==> src/rtl/esdp_pkg.sv <==
// Shared types and constants for the element status descriptor parser.
// Holds the item structs, the parse phase and result kind codes, and the queue sizing.
// No dependencies.
package esdp_pkg;

	typedef enum logic [1:0] {
		PH_HEADER = 2'd0,
		PH_PAGE   = 2'd1,
		PH_DESC   = 2'd2,
		PH_SKIP   = 2'd3
	} phase_t;

	typedef enum logic [1:0] {
		RK_ELEMENT = 2'd0,
		RK_SUCCESS = 2'd1,
		RK_FAILURE = 2'd2
	} result_kind_t;

	localparam int HEADER_LAST = 7;
	localparam int DESC_BYTES  = 12;
	localparam logic [15:0] DESC_MIN = 16'd12;
	localparam int QUEUE_AW    = 2;
	localparam int QUEUE_DEPTH = 1 << QUEUE_AW;

	typedef struct packed {
		logic [7:0] data_byte;
		logic       end_of_buffer;
	} in_item_t;

	typedef struct packed {
		result_kind_t result_kind;
		logic [7:0]   elem_type;
		logic [15:0]  elem_addr;
		logic [5:0]   status_flags;
		logic [7:0]   sense_code;
		logic [7:0]   sense_qualifier;
		logic [2:0]   logical_unit;
		logic [2:0]   bus_flags;
		logic [7:0]   target_id;
		logic [1:0]   source_flags;
		logic [15:0]  source_address;
	} out_item_t;

	typedef struct packed {
		logic         has_elem;
		logic         has_verdict;
		result_kind_t verdict;
		out_item_t    elem;
	} esdp_evt_t;

endpackage

==> src/rtl/element_status_descriptor_parser_top.sv <==
// Top level of the element status descriptor parser.
// A result passes through the event queue and then the output register before it is valid.
// Throughput: one byte per cycle while the event queue has room; a byte that yields an element
// and a verdict gives two items, which the four-entry queue between front and back end absorbs.
// Reset: arst_n clears all control state; the parser then expects a new response header.
// Depends on esdp_pkg, esdp_front, esdp_queue and esdp_back.
module element_status_descriptor_parser_top import esdp_pkg::*; #(
	parameter int POSITION_BITS = 25
) (
	input  logic      clk,
	input  logic      arst_n,
	input  logic      item_valid,
	input  in_item_t  item,
	output logic      item_stall,
	output logic      result_valid,
	output out_item_t result,
	input  logic      result_stall
);

	esdp_evt_t evt, head;
	logic      push, pop, full, head_valid;

	esdp_front #(
		.POSITION_BITS(POSITION_BITS)
	) u_front (
		.clk        (clk),
		.arst_n     (arst_n),
		.item_valid (item_valid),
		.item       (item),
		.full       (full),
		.item_stall (item_stall),
		.push       (push),
		.evt        (evt)
	);

	esdp_queue u_queue (
		.clk        (clk),
		.arst_n     (arst_n),
		.push       (push),
		.wr_evt     (evt),
		.pop        (pop),
		.head       (head),
		.head_valid (head_valid),
		.full       (full)
	);

	esdp_back u_back (
		.clk          (clk),
		.arst_n       (arst_n),
		.head         (head),
		.head_valid   (head_valid),
		.pop          (pop),
		.result_valid (result_valid),
		.result       (result),
		.result_stall (result_stall)
	);

endmodule

==> src/rtl/esdp_front.sv <==
// Front end of the parser: accepts response bytes, tracks headers, pages and descriptors.
// Pushes one event per byte that yields an element, a verdict or both.
// Depends on esdp_pkg.
module esdp_front import esdp_pkg::*; #(
	parameter int POSITION_BITS = 25
) (
	input  logic      clk,
	input  logic      arst_n,
	input  logic      item_valid,
	input  in_item_t  item,
	input  logic      full,
	output logic      item_stall,
	output logic      push,
	output esdp_evt_t evt
);

	localparam int SW = ((POSITION_BITS > 24) ? POSITION_BITS : 24) + 1;
	localparam logic [POSITION_BITS-1:0] PMAX = '1;

	logic [POSITION_BITS-1:0] pos_q, eff_q, pend_q;
	logic [POSITION_BITS-1:0] pos_d, eff_d, pend_d;
	phase_t                   phase_q, phase_d, ph;
	logic [7:0]               ptype_q, ptype_d;
	logic [15:0]              dl_q, dl_d, k_q, k_d, kc;
	logic                     any_q, any_d;
	logic [7:0]               hb0_q, hb2_q, hb3_q, hb5_q, hb6_q;
	logic [7:0]               desc_q [DESC_BYTES];

	logic                     accept, sat, restart, emit, hdr_we, desc_we, last;
	logic [2:0]               hdr_idx;
	logic [7:0]               b, d11;
	logic [SW-1:0]            eff_sum, pe_sum;
	logic [POSITION_BITS-1:0] eff_cap, pend_new, eff_min;
	logic                     verdict_ok;

	assign item_stall = full;
	assign accept     = item_valid && !full;
	assign b          = item.data_byte;
	assign last       = item.end_of_buffer;
	assign sat        = (pos_q == PMAX);

	assign eff_sum  = SW'({hb5_q, hb6_q, b}) + SW'(8);
	assign eff_cap  = (eff_sum > SW'(PMAX)) ? PMAX : eff_sum[POSITION_BITS-1:0];
	assign pe_sum   = SW'(pos_q) + SW'(1) + SW'({hb5_q, hb6_q, b});
	assign pend_new = (pe_sum < SW'(eff_q)) ? pe_sum[POSITION_BITS-1:0] : eff_q;

	always_comb begin
		pos_d   = sat ? pos_q : pos_q + 1'b1;
		eff_d   = eff_q;
		pend_d  = pend_q;
		phase_d = phase_q;
		ptype_d = ptype_q;
		dl_d    = dl_q;
		k_d     = k_q;
		any_d   = any_q;
		hdr_we  = 1'b0;
		hdr_idx = 3'd0;
		desc_we = 1'b0;
		emit    = 1'b0;
		restart = 1'b0;
		ph      = phase_q;
		kc      = k_q;
		if (!sat) begin
			if (phase_q == PH_HEADER) begin
				hdr_we  = 1'b1;
				hdr_idx = pos_q[2:0];
				if (pos_q >= POSITION_BITS'(HEADER_LAST)) begin
					eff_d   = eff_cap;
					phase_d = PH_PAGE;
					k_d     = '0;
				end
			end else if (pos_q < eff_q) begin
				restart = (phase_q != PH_PAGE) && (pos_q >= pend_q);
				ph      = restart ? PH_PAGE : phase_q;
				kc      = restart ? '0 : k_q;
				case (ph)
					PH_PAGE: begin
						hdr_we  = 1'b1;
						hdr_idx = kc[2:0];
						if (kc >= 16'(HEADER_LAST)) begin
							ptype_d = hb0_q;
							dl_d    = {hb2_q, hb3_q};
							pend_d  = pend_new;
							k_d     = '0;
							phase_d = ({hb2_q, hb3_q} >= DESC_MIN) ? PH_DESC : PH_SKIP;
						end else begin
							k_d     = kc + 16'd1;
							phase_d = PH_PAGE;
						end
					end
					PH_DESC: begin
						desc_we = (kc < 16'(DESC_BYTES));
						phase_d = PH_DESC;
						if (kc + 16'd1 == dl_q) begin
							emit  = 1'b1;
							any_d = 1'b1;
							k_d   = '0;
						end else begin
							k_d = kc + 16'd1;
						end
					end
					PH_SKIP: begin
						phase_d = PH_SKIP;
						k_d     = kc + 16'd1;
					end
					default: begin
						phase_d = phase_q;
					end
				endcase
			end
		end
		eff_min    = (pos_d < eff_d) ? pos_d : eff_d;
		verdict_ok = (pos_d >= POSITION_BITS'(8)) &&
			(any_d || (eff_min == POSITION_BITS'(8)));
		if (last) begin
			pos_d   = '0;
			eff_d   = '0;
			pend_d  = '0;
			phase_d = PH_HEADER;
			ptype_d = '0;
			dl_d    = '0;
			k_d     = '0;
			any_d   = 1'b0;
		end
	end

	assign d11 = (kc == 16'(DESC_BYTES - 1)) ? b : desc_q[DESC_BYTES-1];

	always_comb begin
		push                     = accept && (emit || last);
		evt.has_elem             = emit;
		evt.has_verdict          = last;
		evt.verdict              = verdict_ok ? RK_SUCCESS : RK_FAILURE;
		evt.elem.result_kind     = RK_ELEMENT;
		evt.elem.elem_type       = ptype_q;
		evt.elem.elem_addr       = {desc_q[0], desc_q[1]};
		evt.elem.status_flags    = desc_q[2][5:0];
		evt.elem.sense_code      = desc_q[4];
		evt.elem.sense_qualifier = desc_q[5];
		evt.elem.logical_unit    = desc_q[6][2:0];
		evt.elem.bus_flags       = {desc_q[6][7], desc_q[6][5], desc_q[6][4]};
		evt.elem.target_id       = desc_q[7];
		evt.elem.source_flags    = {desc_q[9][7], desc_q[9][6]};
		evt.elem.source_address  = {desc_q[10], d11};
	end

	always_ff @(posedge clk or negedge arst_n) begin
		if (!arst_n) begin
			pos_q   <= '0;
			eff_q   <= '0;
			pend_q  <= '0;
			phase_q <= PH_HEADER;
			ptype_q <= '0;
			dl_q    <= '0;
			k_q     <= '0;
			any_q   <= 1'b0;
		end else if (accept) begin
			pos_q   <= pos_d;
			eff_q   <= eff_d;
			pend_q  <= pend_d;
			phase_q <= phase_d;
			ptype_q <= ptype_d;
			dl_q    <= dl_d;
			k_q     <= k_d;
			any_q   <= any_d;
		end
	end

	always_ff @(posedge clk) begin
		if (accept && hdr_we) begin
			case (hdr_idx)
				3'd0: hb0_q <= b;
				3'd2: hb2_q <= b;
				3'd3: hb3_q <= b;
				3'd5: hb5_q <= b;
				3'd6: hb6_q <= b;
				default: ;
			endcase
		end
		if (accept && desc_we) begin
			desc_q[kc[3:0]] <= b;
		end
	end

	a_verdict_restarts: assert property (@(posedge clk) disable iff (!arst_n)
		(push && evt.has_verdict) |=> (pos_q == '0 && phase_q == PH_HEADER && !any_q))
		else $error("parser state not cleared after verdict");

	a_header_before_pages: assert property (@(posedge clk) disable iff (!arst_n)
		(phase_q != PH_HEADER) |-> (pos_q >= POSITION_BITS'(8)))
		else $error("page phase entered before response header complete");

	a_emit_in_descriptor: assert property (@(posedge clk) disable iff (!arst_n)
		(push && evt.has_elem) |-> (dl_q >= DESC_MIN && ph == PH_DESC))
		else $error("element emitted from a short descriptor");

endmodule

==> src/rtl/esdp_queue.sv <==
// Short event queue between the parser front end and the result back end.
// Holds up to QUEUE_DEPTH events; head is shown combinationally, without a registered read.
// Depends on esdp_pkg.
module esdp_queue import esdp_pkg::*; (
	input  logic      clk,
	input  logic      arst_n,
	input  logic      push,
	input  esdp_evt_t wr_evt,
	input  logic      pop,
	output esdp_evt_t head,
	output logic      head_valid,
	output logic      full
);

	esdp_evt_t           mem [QUEUE_DEPTH];
	logic [QUEUE_AW-1:0] wr_ptr_q, rd_ptr_q;
	logic [QUEUE_AW:0]   count_q;
	logic                do_pop;

	assign head       = mem[rd_ptr_q];
	assign head_valid = (count_q != '0);
	assign full       = (count_q == (QUEUE_AW+1)'(QUEUE_DEPTH));
	assign do_pop     = pop && head_valid;

	always_ff @(posedge clk) begin
		if (push && !full) begin
			mem[wr_ptr_q] <= wr_evt;
		end
	end

	always_ff @(posedge clk or negedge arst_n) begin
		if (!arst_n) begin
			wr_ptr_q <= '0;
			rd_ptr_q <= '0;
			count_q  <= '0;
		end else begin
			if (push && !full) begin
				wr_ptr_q <= wr_ptr_q + 1'b1;
			end
			if (do_pop) begin
				rd_ptr_q <= rd_ptr_q + 1'b1;
			end
			case ({push && !full, do_pop})
				2'b10:   count_q <= count_q + 1'b1;
				2'b01:   count_q <= count_q - 1'b1;
				default: count_q <= count_q;
			endcase
		end
	end

	a_no_push_when_full: assert property (@(posedge clk) disable iff (!arst_n)
		push |-> !full)
		else $error("event pushed into a full queue");

	a_count_bounded: assert property (@(posedge clk) disable iff (!arst_n)
		count_q <= (QUEUE_AW+1)'(QUEUE_DEPTH))
		else $error("queue count exceeds depth");

	a_pop_needs_data: assert property (@(posedge clk) disable iff (!arst_n)
		pop |-> head_valid)
		else $error("pop from an empty queue");

endmodule

==> src/rtl/esdp_back.sv <==
// Back end of the parser: turns queued events into result items on the output register.
// An event with an element and a verdict is sent as two items, element first.
// Depends on esdp_pkg.
module esdp_back import esdp_pkg::*; (
	input  logic      clk,
	input  logic      arst_n,
	input  esdp_evt_t head,
	input  logic      head_valid,
	output logic      pop,
	output logic      result_valid,
	output out_item_t result,
	input  logic      result_stall
);

	logic      valid_q, elem_done_q, load, send_elem;
	out_item_t result_q, verdict_item;

	assign load      = head_valid && (!valid_q || !result_stall);
	assign send_elem = head.has_elem && !elem_done_q;
	assign pop       = load && !(send_elem && head.has_verdict);

	always_comb begin
		verdict_item             = '0;
		verdict_item.result_kind = head.verdict;
	end

	always_ff @(posedge clk) begin
		if (load) begin
			result_q <= send_elem ? head.elem : verdict_item;
		end
	end

	always_ff @(posedge clk or negedge arst_n) begin
		if (!arst_n) begin
			valid_q     <= 1'b0;
			elem_done_q <= 1'b0;
		end else begin
			if (!valid_q || !result_stall) begin
				valid_q <= head_valid;
			end
			if (load) begin
				elem_done_q <= send_elem && head.has_verdict;
			end
		end
	end

	assign result_valid = valid_q;
	assign result       = result_q;

	a_split_holds_head: assert property (@(posedge clk) disable iff (!arst_n)
		elem_done_q |-> (head_valid && head.has_elem && head.has_verdict))
		else $error("split event lost its queue entry");

	a_verdict_after_element: assert property (@(posedge clk) disable iff (!arst_n)
		(load && send_elem && head.has_verdict) |=> elem_done_q)
		else $error("verdict of a split event not kept for a second item");

	a_load_fills_output: assert property (@(posedge clk) disable iff (!arst_n)
		load |=> valid_q)
		else $error("loaded result not presented");

endmodule

==> config.mk <==
export PLATFORM = sky130hd
export DESIGN_NAME = element_status_descriptor_parser_top
export DESIGN_NICKNAME = d
export VERILOG_FILES = /design/src/rtl/esdp_pkg.sv /design/src/rtl/element_status_descriptor_parser_top.sv /design/src/rtl/esdp_front.sv /design/src/rtl/esdp_queue.sv /design/src/rtl/esdp_back.sv
export SDC_FILE = /design/constraint.sdc
export NUM_CORES = 1
export LEC_CHECK = 0
export ABC_AREA = 1
export BUFFER_PORTS_ARGS = -buffer_cell sky130_fd_sc_hd__buf_4
export CAP_MARGIN = 10
export CORE_UTILIZATION = 60
export CTS_BUF_LIST = sky130_fd_sc_hd__clkbuf_16
export CTS_CLUSTER_SIZE = 28
export DETAILED_ROUTE_END_ITERATION = 16
export MAX_ROUTING_LAYER = met4
export PLACE_DENSITY = 0.77
export SLEW_MARGIN = 20
export SYNTH_ARGS = -nofsm -noshare
export SYNTH_HDL_FRONTEND = slang
export SYNTH_SLANG_ARGS = --single-unit
==> constraint.sdc <==
create_clock -name clk -period 20.7 [get_ports clk]
set_input_delay 4.14 -clock clk [delete_from_list [all_inputs] [get_ports clk]]
set_output_delay 4.14 -clock clk [all_outputs]
set_load 0.01 [all_outputs]
# --- Word-level counts from Yosys, hierarchy flattened ---
# Memory sizes are Yosys's and may differ from the RTL's.
# Cells that the tools add are included.
op_classes:
  add_sub_neg: 9
  magnitude_cmp: 10
  n_eq_ne: 18
  n_mux: 79
  n_reduce_logical: 36
op_table:
  columns: ["cell", "n"]
  rows:
  - ["$mux W25", 15]
  - ["$mux W16", 17]
  - ["$mux W80", 1]
  - ["$mux W8", 7]
  - ["$lt A25 B25 Y1", 2]
  - ["$pmux W16 S3", 1]
  - ["$add A25 B1 Y26 const B", 1]
  - ["$add A26 B24 Y26", 1]
  - ["$gt A26 B25 Y1 const B", 1]
  - ["$lt A26 B25 Y1", 1]
  - ["$add A24 B4 Y25 const B", 1]
  - ["$add A25 B1 Y25 const B", 1]
  - ["$eq A25 B25 Y1 const B", 1]
  - ["$eq A25 B4 Y1 const B", 1]
  - ["$ge A25 B25 Y1", 1]
  - ["$ge A25 B3 Y1 const B", 1]
  - ["$ge A25 B4 Y1 const B", 1]
  - ["$mux W1", 24]
  - ["$add A16 B1 Y16 const B", 1]
  - ["$eq A16 B16 Y1", 1]
  - ["$eq A16 B4 Y1 const B", 1]
  - ["$ge A16 B3 Y1 const B", 1]
  - ["$ge A16 B4 Y1 const B", 1]
  - ["$lt A16 B4 Y1 const B", 1]
  - ["25 further kinds", 68]
totals:
  regBits: 247
  ramBits: 424
  in_bits: 13
  output_inout_bits: 82
  wordCells: 183
  n_memories: 2
mem_list:
  columns: ["memory", "depth", "word_bits", "rd", "rd_ports_with_merged_regs", "wr", "line", "rtl"]
  rows:
  - ["u_queue.mem", 4, 82, 1, 0, 1, "esdp_queue.sv:15", "esdp_evt_t mem [QUEUE_DEPTH];"]
  - ["u_front.desc_q", 12, 8, 10, 0, 1, "esdp_front.sv:27", "logic [7:0] desc_q [DESC_BYTES];"]

# --- Logic depth before layout (Yosys ltp) ---
depth:
  word_depth: 15
  ltp_mapped: 34
  ltp_nobuf: 34

# --- Cells and area by module ---
# From an unflattened synthesis, not the netlist that was laid out.
hier_totals:
  hier_cells: 3049
  area_unflattened_um2: 31805.5
by_module_without_submodules:
  columns: ["mod", "instances", "cells_per_inst", "area_per_inst_um2", "seq_area_each_um2"]
  rows:
  - ["esdp_front", 1, 1745, 14722.9, 6256.0]
  - ["esdp_queue", 1, 1041, 13867.0, 10264.8]
  - ["esdp_back", 1, 263, 3215.6, 2452.4]

# --- Worst setup path before layout ---
# Ideal clock, no wire load.
synth_timing:
  kind: "input to register"
  startpoint: "in item_valid"
  endpoint: "mem u_queue.mem[0][0] in the netlist's numbering, enable pin"
  setup_time_ps: 523
  arrival_time_ps: 8182
  t_required_ps: 20177
  setup_slack_ps: 11995
  path_stages: 5
  n_path_buf: 1
  cell_sequence: "o21ai_1 clkinv_1 buf_2 nand2_2 nor2_1"
synth_via:
  elab_chain_cells: 5
synth_lines:
  columns: ["item", "line", "rtl"]
  rows:
  - ["start: declaration", "element_status_descriptor_parser_top.sv:12", "input logic item_valid,"]
  - ["$logic_and A1 B1 Y1", "esdp_front.sv:37", "assign accept = item_valid && !full;"]
  - ["$logic_and A1 B1 Y1", "esdp_front.sv:130", "push = accept && (emit || last);"]
  - ["$logic_and A1 B1 Y1", "esdp_queue.sv:26", "if (push && !full) begin"]
  - ["$mux W1", "esdp_queue.sv:26", null]
  - ["$mux W1 (not written as such)", "esdp_queue.sv:27", "mem[wr_ptr_q] <= wr_evt;"]
  - ["end: declaration", "esdp_queue.sv:15", null]
# Every way passes these cells.

# --- Final worst setup path ---
layout_timing:
  startpoint: "in item[3] in the netlist's numbering"
  endpoint: "reg u_front.pend_q[24]"
layout_via:
  elab_chain_cells: 9
layout_lines:
  columns: ["item", "line", "rtl"]
  rows:
  - ["start: declaration", "element_status_descriptor_parser_top.sv:13", "input in_item_t item,"]
  - ["$add A26 B24 Y26 (*)", "esdp_front.sv:44", "assign pe_sum = SW'(pos_q) + SW'(1) + SW'({hb5_q, hb6_q, b});"]
  - ["$lt A26 B25 Y1", "esdp_front.sv:45", "assign pend_new = (pe_sum < SW'(eff_q)) ? pe_sum[POSITION_BITS-1:0] : eff_q;"]
  - ["$mux W25 (*)", "esdp_front.sv:45", null]
  - ["$mux W25 (*)", "esdp_front.sv:80", "if (kc >= 16'(HEADER_LAST)) begin"]
  - ["$mux W25 (*)", "esdp_front.sv:76", "case (ph)"]
  - ["$mux W25 (*)", "esdp_front.sv:72", "end else if (pos_q < eff_q) begin"]
  - ["$mux W25 (*)", "esdp_front.sv:64", "if (phase_q == PH_HEADER) begin"]
  - ["$mux W25 (*)", "esdp_front.sv:63", "if (!sat) begin"]
  - ["$mux W25 (*)", "esdp_front.sv:115", "if (last) begin"]
  - ["end signal: assignment", "esdp_front.sv:160", "pend_q <= pend_d;"]
  - ["end: declaration", "esdp_front.sv:20", "logic [POSITION_BITS-1:0] pos_q, eff_q, pend_q;"]
# Mark *: on every way between the ends. The rest lies on a longest branch, timed or not. The select of a mux whose other input is x is not followed.
# A chain may end at the register's enable or synchronous reset.

==> reports/metrics.cfg <==
[floorplan]
dieWidth_um=225
start_util_pct=60.7
ios=95
std_cell_rows=81
coreArea_mm2=0.0490
dieArea_mm2=0.0504
fp.dieH_um=225

[routing]
routed_wirelength_mm=76.7
ant_nets=0
vias_per_cell=5.95
drtIter0Drc=2090
vias=21500
wl_per_cell_um=21.2
drc=0
firstDrtPassIters=5

[logic_synthesis]
synth_top_area_cell=edfxtp_1
synth-edff-count=518
synth_sequential_area_ratio_pct=63.0
synth.cell_area_mm2=0.0297
yosysWarnings=0
synth_cells=2811
async_flop_share_pct=19.7
synth.distinct_cells=52
synth.area.top_cells=edfxtp_1 52%, dfrtp_1 11%, nor2_1 5.7%, ha_1 5.4%, nand2_1 5.0%
synth_ff_type=edfxtp_1
synth.most_common_cell=edfxtp_1
synth_top_area_share_pct=52.3
syn_nets=2955
synth_seq_cells=645
synth_commonest_cells=518 x edfxtp_1, 453 x nor2_1, 397 x nand2_1, 264 x o21ai_0, 259 x inv_1
syn_avg_cell_area_um2=10.6

[placement]
portBuffers=94
gp_congestion=0.959
dp_hpwl_mm=48.8
placed_area_mm2=0.0311

[worst_setup_path]
r2r_setup_slack_ns=14.03
cp-startpoint=item[3]
crit_arrival_ns=9.63
worstSetupEndpointType=flip-flop
reg2reg_depth=26
path_cells=buf_4, ha_1, nand2_1, o21ai_0, a21boi_0, o21ai_0, a31oi_1, xor2_1, ha_1, inv_1, nor3_1, nand2_1, o211ai_1, nand2_1, inv_1, nor2_1, o21ai_0, nand3_1, nand2_1, nand2_1, nand2_1, inv_1, o21ai_0, o22ai_1
crit_top_cell=nand2_1
critPathKind=in2reg
crit_required_ns=21.16
endpoint=u_front.pend_q[24]$_DFFE_PN0P_
r2r_end=u_queue.mem[0][8]$_DFFE_PP_
cp_slowest_cell=inv_1
slowest_delay_ns=0.67
critical_path.max_fanout=26
start_kind=input pin
worstReg2RegStart=u_front.pos_q[0]$_DFFE_PN0P_

[hold_path]
holdCritPathClass=reg2reg

[outcome]
status=finished, final reports clean

[clocking]
postCtsSetupRepairBufs=0
cts_tree=built
cts_resized=0
htree_levels=3
clk_pin_slew_worst_paths_ns=0.06
postCtsHoldBufs=0
clockBufferDepth=3
cts.sinks=645
cts_buffers=66
clock_latency_ns=0.60
cts-root-buf=clkbuf_16

[sta]
drv_slew=0
finalSetupTns_ns=0
min_period_over_period_pct=44.3
hold_violations=0
clock.fmax_mhz=109
grt_setup_unrepaired=false
fin_worst_skew_ns=0.0214
min_period_ns=9.17
setup_viol_count_final=0
max_slew_margin_pct=22.5
worstMarginPinSlew_ns=1.16

[grt]
overflow=0
grt_max_degree=131
grt_pass1_wl_mm=118
grt.total_usage_pct=31.9
antenna_found_initial=2
grt_pass1_vias=21100

[layout]
nets=3043
nFillCells=3545
drive_above_1_share_pct=8.81
antennaDiodeCount=0
area_delta_synth_final_pct=11.9
design_area_mm2=0.0333

[pwr]
finalPower_mw=4.16
power_density_mw_per_mm2=125
leakage_nw=13.4
peakVddDrop_mv=0.0834

[flow_run]
max_cap_violations=0

[state kept, by name, indices dropped and copies added (netlist names), 2 cells and up]
signal and cells:
u_front.pend_q 25, u_front.dl_q 16, u_queue.mem 328, u_queue.wr_ptr_q 2, u_front.hb5_q 8, u_queue.rd_ptr_q 2, u_front.phase_q 2, u_front.hb3_q 8
u_back.result 80, u_front.ptype_q 8, u_front.pos_q 25, u_front.eff_q 25, u_front.hb6_q 8, u_front.desc_q 70, u_front.k_q 16, u_front.hb0_q 8
u_queue.count_q 3, u_front.hb2_q 8
[cells in the final DEF (no fill, tap or decap), drive strengths merged, types with 18 or more instances in the layout]
cell / count
a21oi: 145
buf: 118
clkbuf: 68
clkinv: 31
dfrtp: 127
edfxtp: 518
ha: 129
inv: 277
nand2: 404
nand3: 115
nand4: 35
nor2: 463
nor3: 42
nor4: 18
o21ai: 270
o22ai: 74
xor2: 49
[report_power, final]
part           internal [mW]  total, mW  switching (mW)
clock                  0.687       1.18           0.493
sequential              1.67       1.80           0.127
combinational          0.386       1.19           0.803
total                   2.74       4.16            1.42
[final cells by class]
| class | count | area (um2) | share of cell area, % |
|---|---|---|---|
| Timing Repair Buffer | 118 | 890 | 2.68 |
| Multi-Input combinational cell | 1804 | 9640 | 29.0 |
| Clock buffer | 68 | 1700 | 5.12 |
| Clock inverter | 52 | 455 | 1.37 |
| Tap cell | 664 | 831 | 2.50 |
| Sequential cell | 645 | 18700 | 56.4 |
| Inverter | 264 | 993 | 2.99 |
[worst min-delay path by stage]
| stage | startpoint | to | cells after the start |
|---|---|---|---|
| after detailed placement | u_front.hb0_q[1]$_DFFE_PP_ | u_front.ptype_q[1]$_DFFE_PN0P_ | 1 |
| after CTS | u_front.hb0_q[6]$_DFFE_PP_ | u_front.ptype_q[6]$_DFFE_PN0P_ | 1 |
| final | u_front.hb0_q[6]$_DFFE_PP_ | u_front.ptype_q[6]$_DFFE_PN0P_ | 1 |
| after global routing | u_front.hb0_q[6]$_DFFE_PP_ | u_front.ptype_q[6]$_DFFE_PN0P_ | 1 |
| after floorplan | u_front.hb0_q[7]$_DFFE_PP_ | u_front.ptype_q[7]$_DFFE_PN0P_ | 1 |
| after global placement | u_front.hb0_q[3]$_DFFE_PP_ | u_front.ptype_q[3]$_DFFE_PN0P_ | 1 |
[per-stage QoR]
| stage | instances | hold WS, ns | setup WS (ns) | utilization [%] |
|---|---|---|---|---|
| 3_5_place_dp | 3495 | 0.450 | 10.95 | 63.5 |
| 3_3_place_gp | 3495 | 0.446 | 11.03 | 63.5 |
| 6_report | 3615 | 0.466 | 11.53 | 67.9 |
| 5_1_grt | 3615 | 0.473 | 10.87 | 67.9 |
| 4_1_cts | 3615 | 0.468 | 11.56 | 67.9 |
| 2_1_floorplan | 2811 | 0.443 | 12.00 | - |
[kinds of logic after synthesis]
family / after synthesis / share of synthesized area, %
DFF: 645 / 63.0
adders and majority gates: 131 / 5.57
AOI/OAI and AO/OA: 534 / 9.82
and+or+nand+nor: 1081 / 15.2
buffers and inverters: 362 / 4.71
xor gates and xnor gates: 58 / 1.71
[worst max-delay path: cells and delay by family]
family | cells | cell delay, ns
AOI/OAI and AO/OA | 8 | 2.15
xor gates and xnor gates | 1 | 0.18
adders and majority gates | 2 | 0.71
buffers and inverters | 4 | 1.03
and+or+nand+nor | 9 | 1.40
[per-layer routing]
layer / up-vias / track usage [%] / wire length, um
met5: - / - / 0
met4: 0 / 12.7 / 2810
met3: 193 / 3.76 / 5440
met2: 943 / 51.5 / 37100
met1: 10400 / 41.6 / 31300
li1: 9939 / - / -
Power figures use the tool's default switching activity.
